--- src/rtl/core/xmodem_crc_receiver_defines.svh ---
// Assertion macros for the XMODEM-CRC receiver.
// Expects clk and rst_n in the scope of use; no other dependencies.
`ifndef XMODEM_CRC_RECEIVER_DEFINES_SVH
`define XMODEM_CRC_RECEIVER_DEFINES_SVH

// Same-cycle implication, disabled while in reset.
`define XCR_ASSERT_NOW(name, ante, cons) \
    name: assert property (@(posedge clk) disable iff (!rst_n) (ante) |-> (cons)) \
        else $error("xcr assertion failed (same cycle)");

// Next-cycle implication, disabled while in reset.
`define XCR_ASSERT_NEXT(name, ante, cons) \
    name: assert property (@(posedge clk) disable iff (!rst_n) (ante) |=> (cons)) \
        else $error("xcr assertion failed (next cycle)");

`endif

--- src/rtl/core/xcr_pkg.sv ---
// Shared types, constants and the CRC-16/XMODEM byte update for the receiver.
// No dependencies; used by xcr_core and xmodem_crc_receiver.
package xcr_pkg;

    localparam int BLOCK_BYTES    = 128;
    localparam int BIDX_W         = $clog2(BLOCK_BYTES);
    localparam int PAGE_BYTES_DEF = 256;
    localparam int PAGE_BITS_DEF  = 12;

    localparam int PROMPT_W = 20;
    localparam logic [PROMPT_W-1:0] PROMPT_RESET = 20'd500000;

    localparam logic [15:0] CRC_POLY = 16'h1021;

    localparam logic [7:0] BYTE_SOH = 8'h01;
    localparam logic [7:0] BYTE_EOT = 8'h04;
    localparam logic [7:0] BYTE_ACK = 8'h06;
    localparam logic [7:0] BYTE_NAK = 8'h15;
    localparam logic [7:0] BYTE_C   = 8'h43;

    localparam logic OP_BYTE = 1'b0;
    localparam logic OP_TICK = 1'b1;

    localparam int OUT_BITS = 42;
    localparam int TDATA_W  = 48;

    typedef enum logic [2:0] {
        PH_HEADER,
        PH_NUMBER,
        PH_COMPL,
        PH_DATA,
        PH_CRC_HI,
        PH_CRC_LO,
        PH_DONE
    } xcr_phase_t;

    typedef struct packed {
        logic       operation;
        logic [7:0] rx_byte;
    } xcr_item_t;

    typedef struct packed {
        logic        send_valid;
        logic [7:0]  send_byte;
        logic        load_valid;
        logic        store_valid;
        logic [7:0]  store_offset;
        logic [7:0]  store_data;
        logic        commit_valid;
        logic        buffer_id;
        logic [11:0] flash_page;
        logic        done_res;
    } xcr_result_t;

    function automatic logic [15:0] crc_byte(input logic [15:0] crc, input logic [7:0] data);
        logic [15:0] c;
        c = crc ^ {data, 8'h00};
        for (int k = 0; k < 8; k++)
        begin
            if (c[15])
                c = {c[14:0], 1'b0} ^ CRC_POLY;
            else
                c = {c[14:0], 1'b0};
        end
        return c;
    endfunction

endpackage

--- src/rtl/core/xcr_core.sv ---
// Protocol state machine of the XMODEM-CRC receiver: phase, CRC, block and page tracking.
// Depends on xcr_pkg; one word is processed in each cycle that step is high.
module xcr_core #(
    parameter int PAGE_BYTES = xcr_pkg::PAGE_BYTES_DEF,
    parameter int PAGE_BITS  = xcr_pkg::PAGE_BITS_DEF
) (
    input  logic                          clk,
    input  logic                          rst_n,
    input  logic                          step,
    input  xcr_pkg::xcr_item_t            item,
    input  logic [xcr_pkg::PROMPT_W-1:0]  prompt_interval,
    output xcr_pkg::xcr_result_t          result
);

    localparam int OFS_W = $clog2(PAGE_BYTES + xcr_pkg::BLOCK_BYTES);

    xcr_pkg::xcr_phase_t phase_reg, phase_next;
    logic                          started_reg, started_next;
    logic                          finished_reg, finished_next;
    logic [xcr_pkg::PROMPT_W-1:0]  countdown_reg, countdown_next;
    logic [15:0]                   crc_reg, crc_next;
    logic [7:0]                    check_hi_reg, check_hi_next;
    logic [7:0]                    block_reg, block_next;
    logic [7:0]                    prev_block_reg, prev_block_next;
    logic [xcr_pkg::BIDX_W-1:0]    byte_index_reg, byte_index_next;
    logic [OFS_W-1:0]              offset_reg, offset_next;
    logic [PAGE_BITS-1:0]          page_reg, page_next;
    logic                          buf_sel_reg, buf_sel_next;
    logic                          need_load_reg, need_load_next;

    logic [xcr_pkg::PROMPT_W-1:0]  count_base;
    logic [OFS_W-1:0]              offset_adv;
    logic [15:0]                   page_ext;
    logic [7:0]                    b;

    assign b          = item.rx_byte;
    assign offset_adv = offset_reg + OFS_W'(xcr_pkg::BLOCK_BYTES);
    assign page_ext   = 16'(page_reg);

    always_ff @(posedge clk or negedge rst_n)
    begin
        if (!rst_n)
        begin
            phase_reg      <= xcr_pkg::PH_HEADER;
            started_reg    <= 1'b0;
            finished_reg   <= 1'b0;
            countdown_reg  <= '0;
            crc_reg        <= '0;
            check_hi_reg   <= '0;
            block_reg      <= '0;
            prev_block_reg <= '0;
            byte_index_reg <= '0;
            offset_reg     <= '0;
            page_reg       <= '0;
            buf_sel_reg    <= 1'b0;
            need_load_reg  <= 1'b1;
        end
        else if (step)
        begin
            phase_reg      <= phase_next;
            started_reg    <= started_next;
            finished_reg   <= finished_next;
            countdown_reg  <= countdown_next;
            crc_reg        <= crc_next;
            check_hi_reg   <= check_hi_next;
            block_reg      <= block_next;
            prev_block_reg <= prev_block_next;
            byte_index_reg <= byte_index_next;
            offset_reg     <= offset_next;
            page_reg       <= page_next;
            buf_sel_reg    <= buf_sel_next;
            need_load_reg  <= need_load_next;
        end
    end

    always_comb
    begin
        phase_next      = phase_reg;
        started_next    = started_reg;
        finished_next   = finished_reg;
        countdown_next  = countdown_reg;
        crc_next        = crc_reg;
        check_hi_next   = check_hi_reg;
        block_next      = block_reg;
        prev_block_next = prev_block_reg;
        byte_index_next = byte_index_reg;
        offset_next     = offset_reg;
        page_next       = page_reg;
        buf_sel_next    = buf_sel_reg;
        need_load_next  = need_load_reg;
        count_base      = countdown_reg;
        result          = '0;

        if (item.operation == xcr_pkg::OP_TICK)
        begin
            if (!started_reg && !finished_reg)
            begin
                if (countdown_reg == '0)
                begin
                    result.send_valid = 1'b1;
                    result.send_byte  = xcr_pkg::BYTE_C;
                    count_base        = prompt_interval;
                end
                countdown_next = count_base - xcr_pkg::PROMPT_W'(1);
            end
        end
        else
        begin
            case (phase_reg)
                xcr_pkg::PH_HEADER:
                begin
                    if (b == xcr_pkg::BYTE_EOT)
                    begin
                        result.send_valid = 1'b1;
                        result.send_byte  = xcr_pkg::BYTE_ACK;
                        result.done_res   = 1'b1;
                        finished_next     = 1'b1;
                        phase_next        = xcr_pkg::PH_DONE;
                    end
                    else if (b == xcr_pkg::BYTE_SOH)
                    begin
                        started_next = 1'b1;
                        crc_next     = '0;
                        phase_next   = xcr_pkg::PH_NUMBER;
                    end
                end
                xcr_pkg::PH_NUMBER:
                begin
                    block_next = b;
                    phase_next = xcr_pkg::PH_COMPL;
                end
                xcr_pkg::PH_COMPL:
                begin
                    if (need_load_reg)
                    begin
                        result.load_valid = 1'b1;
                        result.buffer_id  = buf_sel_reg;
                        result.flash_page = page_ext[11:0];
                        need_load_next    = 1'b0;
                    end
                    byte_index_next = '0;
                    phase_next      = xcr_pkg::PH_DATA;
                end
                xcr_pkg::PH_DATA:
                begin
                    crc_next            = xcr_pkg::crc_byte(crc_reg, b);
                    result.store_valid  = 1'b1;
                    result.store_offset = 8'(offset_reg) + 8'(byte_index_reg);
                    result.store_data   = b;
                    result.buffer_id    = buf_sel_reg;
                    result.flash_page   = page_ext[11:0];
                    if (byte_index_reg == xcr_pkg::BIDX_W'(xcr_pkg::BLOCK_BYTES - 1))
                    begin
                        byte_index_next = '0;
                        phase_next      = xcr_pkg::PH_CRC_HI;
                    end
                    else
                    begin
                        byte_index_next = byte_index_reg + xcr_pkg::BIDX_W'(1);
                    end
                end
                xcr_pkg::PH_CRC_HI:
                begin
                    check_hi_next = b;
                    phase_next    = xcr_pkg::PH_CRC_LO;
                end
                xcr_pkg::PH_CRC_LO:
                begin
                    result.send_valid = 1'b1;
                    phase_next        = xcr_pkg::PH_HEADER;
                    if (crc_reg != {check_hi_reg, b})
                    begin
                        result.send_byte = xcr_pkg::BYTE_NAK;
                    end
                    else
                    begin
                        result.send_byte = xcr_pkg::BYTE_ACK;
                        // repeated block: acknowledge only
                        if (block_reg != prev_block_reg)
                        begin
                            offset_next = offset_adv;
                            if (offset_adv >= OFS_W'(PAGE_BYTES))
                            begin
                                result.commit_valid = 1'b1;
                                result.buffer_id    = buf_sel_reg;
                                result.flash_page   = page_ext[11:0];
                                need_load_next      = 1'b1;
                                buf_sel_next        = ~buf_sel_reg;
                                offset_next         = '0;
                                page_next           = page_reg + PAGE_BITS'(1);
                            end
                            prev_block_next = block_reg;
                        end
                    end
                end
                default:
                begin
                end
            endcase
        end
    end

endmodule

--- src/rtl/core/xmodem_crc_receiver.sv ---
// Top level of the XMODEM-CRC receiver: stream ports, input register, result register.
// Depends on xcr_pkg, xcr_core and xmodem_crc_receiver_defines.svh.
//
//  channel | dir | handshake          | payload
//  s_*     | in  | s_tvalid/s_tready  | s_tdata: rx_byte; s_tuser: operation
//  m_*     | out | m_tvalid/m_tready  | m_tdata: one result word
//  cfg_*   | in  | cfg_valid/cfg_ready| cfg_data: prompt_interval
//
// One word per cycle sustained while m_tready stays high; a result word reaches m_tdata
// through the input register, then one pass of the state machine into the result
// register.
// The CRC byte update is the longest path: eight shift/xor steps on 16 bits.
// rst_n resets all control state; prompt_interval resets to 500000.
// A stalled m side holds its word; s_tready drops only when both registers are full.
`include "xmodem_crc_receiver_defines.svh"

module xmodem_crc_receiver #(
    parameter int PAGE_BYTES = xcr_pkg::PAGE_BYTES_DEF,
    parameter int PAGE_BITS  = xcr_pkg::PAGE_BITS_DEF
) (
    input  logic                          clk,
    input  logic                          rst_n,
    input  logic                          s_tvalid,
    output logic                          s_tready,
    input  logic [7:0]                    s_tdata,   // [7:0] rx_byte
    input  logic [0:0]                    s_tuser,   // [0] operation
    output logic                          m_tvalid,
    input  logic                          m_tready,
    // [0] send_valid, [8:1] send_byte, [9] load_valid, [10] store_valid,
    // [18:11] store_offset, [26:19] store_data, [27] commit_valid, [28] buffer_id,
    // [40:29] flash_page, [41] done_res, [47:42] zero
    output logic [xcr_pkg::TDATA_W-1:0]   m_tdata,
    input  logic                          cfg_valid,
    output logic                          cfg_ready,
    input  logic [xcr_pkg::PROMPT_W-1:0]  cfg_data
);

    xcr_pkg::xcr_item_t           in_reg;
    logic                         in_valid_reg;
    xcr_pkg::xcr_result_t         out_reg;
    logic                         out_valid_reg;
    logic [xcr_pkg::PROMPT_W-1:0] prompt_reg;

    xcr_pkg::xcr_result_t         core_result;
    logic                         out_free;
    logic                         step;
    logic                         out_other_ops;

    assign out_free  = !out_valid_reg || m_tready;
    assign step      = in_valid_reg && out_free;
    assign s_tready  = !in_valid_reg || out_free;
    assign cfg_ready = 1'b1;
    assign m_tvalid  = out_valid_reg;

    always_ff @(posedge clk or negedge rst_n)
    begin
        if (!rst_n)
        begin
            prompt_reg <= xcr_pkg::PROMPT_RESET;
        end
        else if (cfg_valid && cfg_ready)
        begin
            prompt_reg <= cfg_data;
        end
    end

    always_ff @(posedge clk or negedge rst_n)
    begin
        if (!rst_n)
        begin
            in_valid_reg <= 1'b0;
        end
        else if (s_tready)
        begin
            in_valid_reg <= s_tvalid;
        end
    end

    always_ff @(posedge clk)
    begin
        if (s_tvalid && s_tready)
        begin
            in_reg.operation <= s_tuser[0];
            in_reg.rx_byte   <= s_tdata;
        end
    end

    always_ff @(posedge clk or negedge rst_n)
    begin
        if (!rst_n)
        begin
            out_valid_reg <= 1'b0;
        end
        else if (out_free)
        begin
            out_valid_reg <= in_valid_reg;
        end
    end

    always_ff @(posedge clk)
    begin
        if (step)
        begin
            out_reg <= core_result;
        end
    end

    xcr_core #(
        .PAGE_BYTES (PAGE_BYTES),
        .PAGE_BITS  (PAGE_BITS)
    ) u_core (
        .clk             (clk),
        .rst_n           (rst_n),
        .step            (step),
        .item            (in_reg),
        .prompt_interval (prompt_reg),
        .result          (core_result)
    );

    assign m_tdata = {
        (xcr_pkg::TDATA_W - xcr_pkg::OUT_BITS)'(0),
        out_reg.done_res,
        out_reg.flash_page,
        out_reg.buffer_id,
        out_reg.commit_valid,
        out_reg.store_data,
        out_reg.store_offset,
        out_reg.store_valid,
        out_reg.load_valid,
        out_reg.send_byte,
        out_reg.send_valid
    };

    assign out_other_ops = out_reg.send_valid || out_reg.commit_valid || out_reg.load_valid;

    `XCR_ASSERT_NEXT(a_pipe_refill, in_valid_reg && out_free, out_valid_reg)
    `XCR_ASSERT_NOW(a_store_alone, out_valid_reg && out_reg.store_valid, !out_other_ops)
    `XCR_ASSERT_NOW(a_done_acks, out_valid_reg && out_reg.done_res, out_reg.send_valid && (out_reg.send_byte == xcr_pkg::BYTE_ACK))

endmodule

--- config.mk ---
export PLATFORM = sky130hd
export DESIGN_NAME = xmodem_crc_receiver
export DESIGN_NICKNAME = d
export VERILOG_FILES = /design/src/rtl/core/xcr_pkg.sv /design/src/rtl/core/xcr_core.sv /design/src/rtl/core/xmodem_crc_receiver.sv
export VERILOG_INCLUDE_DIRS = /design/src /design/src/rtl/core
export SDC_FILE = /design/constraint.sdc
export NUM_CORES = 1
export LEC_CHECK = 0
export ABC_AREA = 1
export BUFFER_PORTS_ARGS = -buffer_cell sky130_fd_sc_hd__buf_2
export CAP_MARGIN = 20
export CELL_PAD_IN_SITES_DETAIL_PLACEMENT = 1
export CELL_PAD_IN_SITES_GLOBAL_PLACEMENT = 2
export CORE_UTILIZATION = 36
export CTS_CLUSTER_DIAMETER = 80
export CTS_CLUSTER_SIZE = 20
export DETAILED_ROUTE_END_ITERATION = 10
export GPL_ROUTABILITY_DRIVEN = 0
export HOLD_SLACK_MARGIN = 0.06
export PLACE_DENSITY_LB_ADDON = 0.1
export SLEW_MARGIN = 20
export SYNTH_ARGS = -nofsm -noshare
export SYNTH_HDL_FRONTEND = slang
export SYNTH_HIERARCHICAL = 1
export SYNTH_SLANG_ARGS = --single-unit
export TNS_END_PERCENT = 1
--- constraint.sdc ---
create_clock -name clk -period 5.97 [get_ports clk]
set_input_delay 0.2985 -clock clk [delete_from_list [all_inputs] [get_ports clk]]
set_output_delay 0.2985 -clock clk [all_outputs]
set_load 0.01 [all_outputs]
==> reports/qor.txt <==
Status - completed
Sequential fraction of the synthesis area - 0.521
Initial core utilization - 0.372
Starting DRC count in detailed routing - 311
TritonCTS Buffers - 17
Growth of design area from synthesis to finish - 15.5%
List of cells traversed by the critical path - a21oi_4 -> buf_4 -> inv_1 -> nor2_4 -> inv_1 -> a211oi_4 -> nand2_2 -> o22ai_1
Worst Path Max Fanout - 43
Drt drc - 0
Die boundary width - 153 µm
Power Density - 253 nW/µm²
Number of input and output port buffers inserted - 77
Number of antenna repair diodes - 0
Yosys reg bits - 161
Maximum clock frequency - 267 MHz
Wire length of the first global-routing pass - 35.7 mm
Htree depth - 4
Yosys warnings - 6
DR vias - 6,378
Sum of met2 wire segment lengths after detailed routing - 9.83 mm
Number of antenna violations at the first check in global routing - 0
CTS-repair resized insts - 0
Crit end category - register
Static Leakage - 4.44 nW
Via count normalized by instance count - 4.82
Source-to-sink clock delay at the later pin of the worst-skew pair - 0.43 ns
Reg-to-reg setup timing slack - 2.23 ns
WHS - 0.0847 ns
Max FFs per register - 42
MaxCap Viol Count - 0
Total Neg Setup Slack - 0 ns
Final worst path period share - 0.627
Delay of the slowest cell on the worst path - 0.85 ns
Post-DR wirelength/cell - 16.1 µm
Number of buffers and inverters on the critical path - 3
Final Hold Fails - 0
Startpoint-to-endpoint class of the critical path - register to register
CTS Hold Buffers Added - 11
Number of global-route vias before repair - 6,731
Global-route usage over all layers - 0.193
Worst hold-check path type - input pin to register
Cell Rows - 54
CTS tree - done
FF-to-FF Start - m_tvalid
Iteration count of the initial detailed-routing pass - 4
Arrival time at the worst endpoint - 4.06 ns
Area of the placeable core - 22,200 µm²
Final setup fails - 0
Setup repair after global routing missed its margin - false
Final HPWL from detailed placement - 15.0 mm
Ys flop type - sky130_fd_sc_hd__dfrtp_1
Top Layer Used - met4
CTS max path bufs - 2
Number of distinct library cell variants in the gate-level netlist after synthesis - 47
Vert. Die Dim - 153 µm
Die ar. - 23,500 µm²
Clock-pin slew on the worst setup and hold paths - 0.07 ns
Number of nets with antenna violations after routing - 0
Crit path max-delay cell type - sky130_fd_sc_hd__a211oi_4
Number of cells on the worst reg-to-reg path - 8
Mapped cell area - 8240 µm²
Fill count - 2,647
Routed length on met3 - 570 µm
Cell count after synthesis - 947
I/O pins - 85
Type of element launching the critical path - register
Maximum vdd drop - 0.217 mV
Number of nets in the finished design - 1,068
Pin count of the biggest net entering global routing - 69
Required time at the endpoint of the critical path - 6.29 ns
Slew at the pin with the worst max-slew slack - 0.978 ns
Met1 wire length - 10.8 mm
Time the final worst path needs with I/O delays and setup - 3.74 ns
Post-route cell area - 9520 µm²
Leftover overflow at the end of global routing - 0
DP Area - 8840 µm²
Levels on crit path - 8
Reg area - 4290 µm²
Crit path max-delay family - compound AO/OA/AOI/OAI gates
Most repeated library cell on the critical path - sky130_fd_sc_hd__inv_1
Count of buffers added by post-CTS timing repair for setup - 0
Count of flip-flops with a built-in enable after synthesis - 51
Clock sink count - 161
CTS root buffer - sky130_fd_sc_hd__clkbuf_16
Final count of pins violating max slew - 0
Launching element of the worst setup path - m_tvalid
Max Clock Skew - 0.0141 ns
Reg-to-reg critical path endpoint - u_core/crc_reg[9]
Fraction of final layout cells with drive strength greater than 1 - 0.165
Multi-input combinational cell area - 3260 µm²
Critical path capture point - u_core/crc_reg[9]
Share of flip-flops with an asynchronous set or reset - 0.683
Startpoint of the tightest hold check path - cfg_data[18]
Post-Route WL - 21.3 mm
Synth Area per Inst - 8.70 µm²
Slew HR - 0.346
-- kinds of logic after synthesis --
| group | Yosys count | share of synthesized area |
|---|---|---|
| AND/OR/NAND/NOR | 431 | 0.236 |
| XOR/XNOR | 51 | 0.0542 |
| buffers and inverters | 172 | 0.0878 |
| other | 3 | 0.00137 |
| flip-flops | 161 | 0.521 |
| adder cells (fa/ha/maj) | 4 | 0.00607 |
| AO/OA/AOI/OAI | 125 | 0.0932 |
-- per-layer routing --
metal | global-route usage | up-vias
met5 | 0 | -
met3 | 0.0369 | 7
met1 | 0.271 | 3107
met2 | 0.312 | 73
li1 | - | 3191
met4 | 0.0356 | 0
-- cells in the mapped netlist (4+ instances only) --
cell type / count / share of area
sky130_fd_sc_hd__nand2_1: 246 / 0.11
sky130_fd_sc_hd__inv_1: 130 / 0.059
sky130_fd_sc_hd__dfrtp_1: 102 / 0.31
sky130_fd_sc_hd__nor2_1: 74 / 0.034
sky130_fd_sc_hd__o21ai_0: 59 / 0.036
sky130_fd_sc_hd__edfxtp_1: 51 / 0.19
sky130_fd_sc_hd__nand3_1: 37 / 0.022
sky130_fd_sc_hd__xnor2_1: 33 / 0.035
sky130_fd_sc_hd__nand4_1: 29 / 0.022
sky130_fd_sc_hd__a21oi_1: 23 / 0.014
sky130_fd_sc_hd__xor2_1: 18 / 0.019
sky130_fd_sc_hd__buf_4: 12 / 0.011
sky130_fd_sc_hd__clkbuf_1: 12 / 0.0055
sky130_fd_sc_hd__nor3_1: 10 / 0.0061
sky130_fd_sc_hd__o22ai_2: 10 / 0.015
sky130_fd_sc_hd__buf_2: 8 / 0.0049
sky130_fd_sc_hd__dfstp_2: 8 / 0.026
sky130_fd_sc_hd__o21ai_1: 8 / 0.0049
sky130_fd_sc_hd__inv_2: 7 / 0.0032
sky130_fd_sc_hd__o22ai_1: 7 / 0.0053
sky130_fd_sc_hd__or2_2: 6 / 0.0046
sky130_fd_sc_hd__a31oi_1: 5 / 0.0038
sky130_fd_sc_hd__nor2_2: 5 / 0.0038
sky130_fd_sc_hd__nor2_4: 5 / 0.0068
sky130_fd_sc_hd__ha_1: 4 / 0.0061
-- worst register-to-register path, cell delays in order (launching register included) --
cell and delay [ns]:
sky130_fd_sc_hd__dfrtp_1 0.43, sky130_fd_sc_hd__a21oi_4 0.15, sky130_fd_sc_hd__buf_4 0.51, sky130_fd_sc_hd__inv_1 0.25
sky130_fd_sc_hd__nor2_4 0.44, sky130_fd_sc_hd__inv_1 0.21, sky130_fd_sc_hd__a211oi_4 0.85, sky130_fd_sc_hd__nand2_2 0.52
sky130_fd_sc_hd__o22ai_1 0.28
-- worst min path at each step --
stage	depth (start not counted)	slack [ns]	endpoint
after floorplan	0	0.003	in_valid_reg
after CTS	3	0.07	prompt_reg[8]
final	3	0.08	prompt_reg[18]
after detailed placement	1	0.46	u_core/started_reg
after global routing	3	0.08	prompt_reg[18]
after global placement	2	0.46	prompt_reg[8]
-- layout make-up --
class | count | area share
well taps | 280 | 0.0368
multi-input cells | 621 | 0.343
flip-flops and latches | 161 | 0.451
inverters | 137 | 0.0540
clock buffers | 18 | 0.0461
clock inverters | 14 | 0.0134
repair buffers | 92 | 0.0555
-- power breakdown --
| part | switching (mW) | internal (mW) |
|---|---|---|
| Combinational | 0.0917 | 0.0456 |
| Sequential | 0.0199 | 1.18 |
| Clock | 0.478 | 0.591 |
| Total | 0.590 | 1.82 |
-- per-stage QoR --
step / util / total power, mW / setup WS [ns] / cells
5_1_grt: 0.429 / 2.50 / 1.94 / 1323
3_3_place_gp: 0.399 / 1.35 / 2.36 / 1280
3_5_place_dp: 0.399 / 1.36 / 2.24 / 1280
2_1_floorplan: - / 1.29 / 1.61 / 954
4_1_cts: 0.429 / 2.44 / 2.19 / 1323
6_report: 0.429 / 2.41 / 2.23 / 1323
-- cell usage in the layout (no fill, tap or decap), types with 5 or more instances in the layout --
cell                            netlist  final
sky130_fd_sc_hd__a21oi_1             23     21
sky130_fd_sc_hd__a31oi_1              5      5
sky130_fd_sc_hd__buf_2                8     76
sky130_fd_sc_hd__buf_4               12      5
sky130_fd_sc_hd__clkbuf_16            0     17
sky130_fd_sc_hd__conb_1               3     10
sky130_fd_sc_hd__dfrtp_1            102    102
sky130_fd_sc_hd__dfstp_2              8      8
sky130_fd_sc_hd__dlygate4sd3_1        0     11
sky130_fd_sc_hd__edfxtp_1            51     51
sky130_fd_sc_hd__inv_1              130    130
sky130_fd_sc_hd__inv_2                7      7
sky130_fd_sc_hd__nand2_1            246    246
sky130_fd_sc_hd__nand3_1             37     37
sky130_fd_sc_hd__nand4_1             29     29
sky130_fd_sc_hd__nor2_1              74     74
sky130_fd_sc_hd__nor2_2               5      5
sky130_fd_sc_hd__nor2_4               5      5
sky130_fd_sc_hd__nor3_1              10     10
sky130_fd_sc_hd__o21ai_0             59     59
sky130_fd_sc_hd__o21ai_1              8      8
sky130_fd_sc_hd__o22ai_1              7      7
sky130_fd_sc_hd__o22ai_2             10     10
sky130_fd_sc_hd__or2_2                6      6
sky130_fd_sc_hd__xnor2_1             33     33
sky130_fd_sc_hd__xor2_1              18     18
No activity file was read; power rests on OpenSTA's default activity.
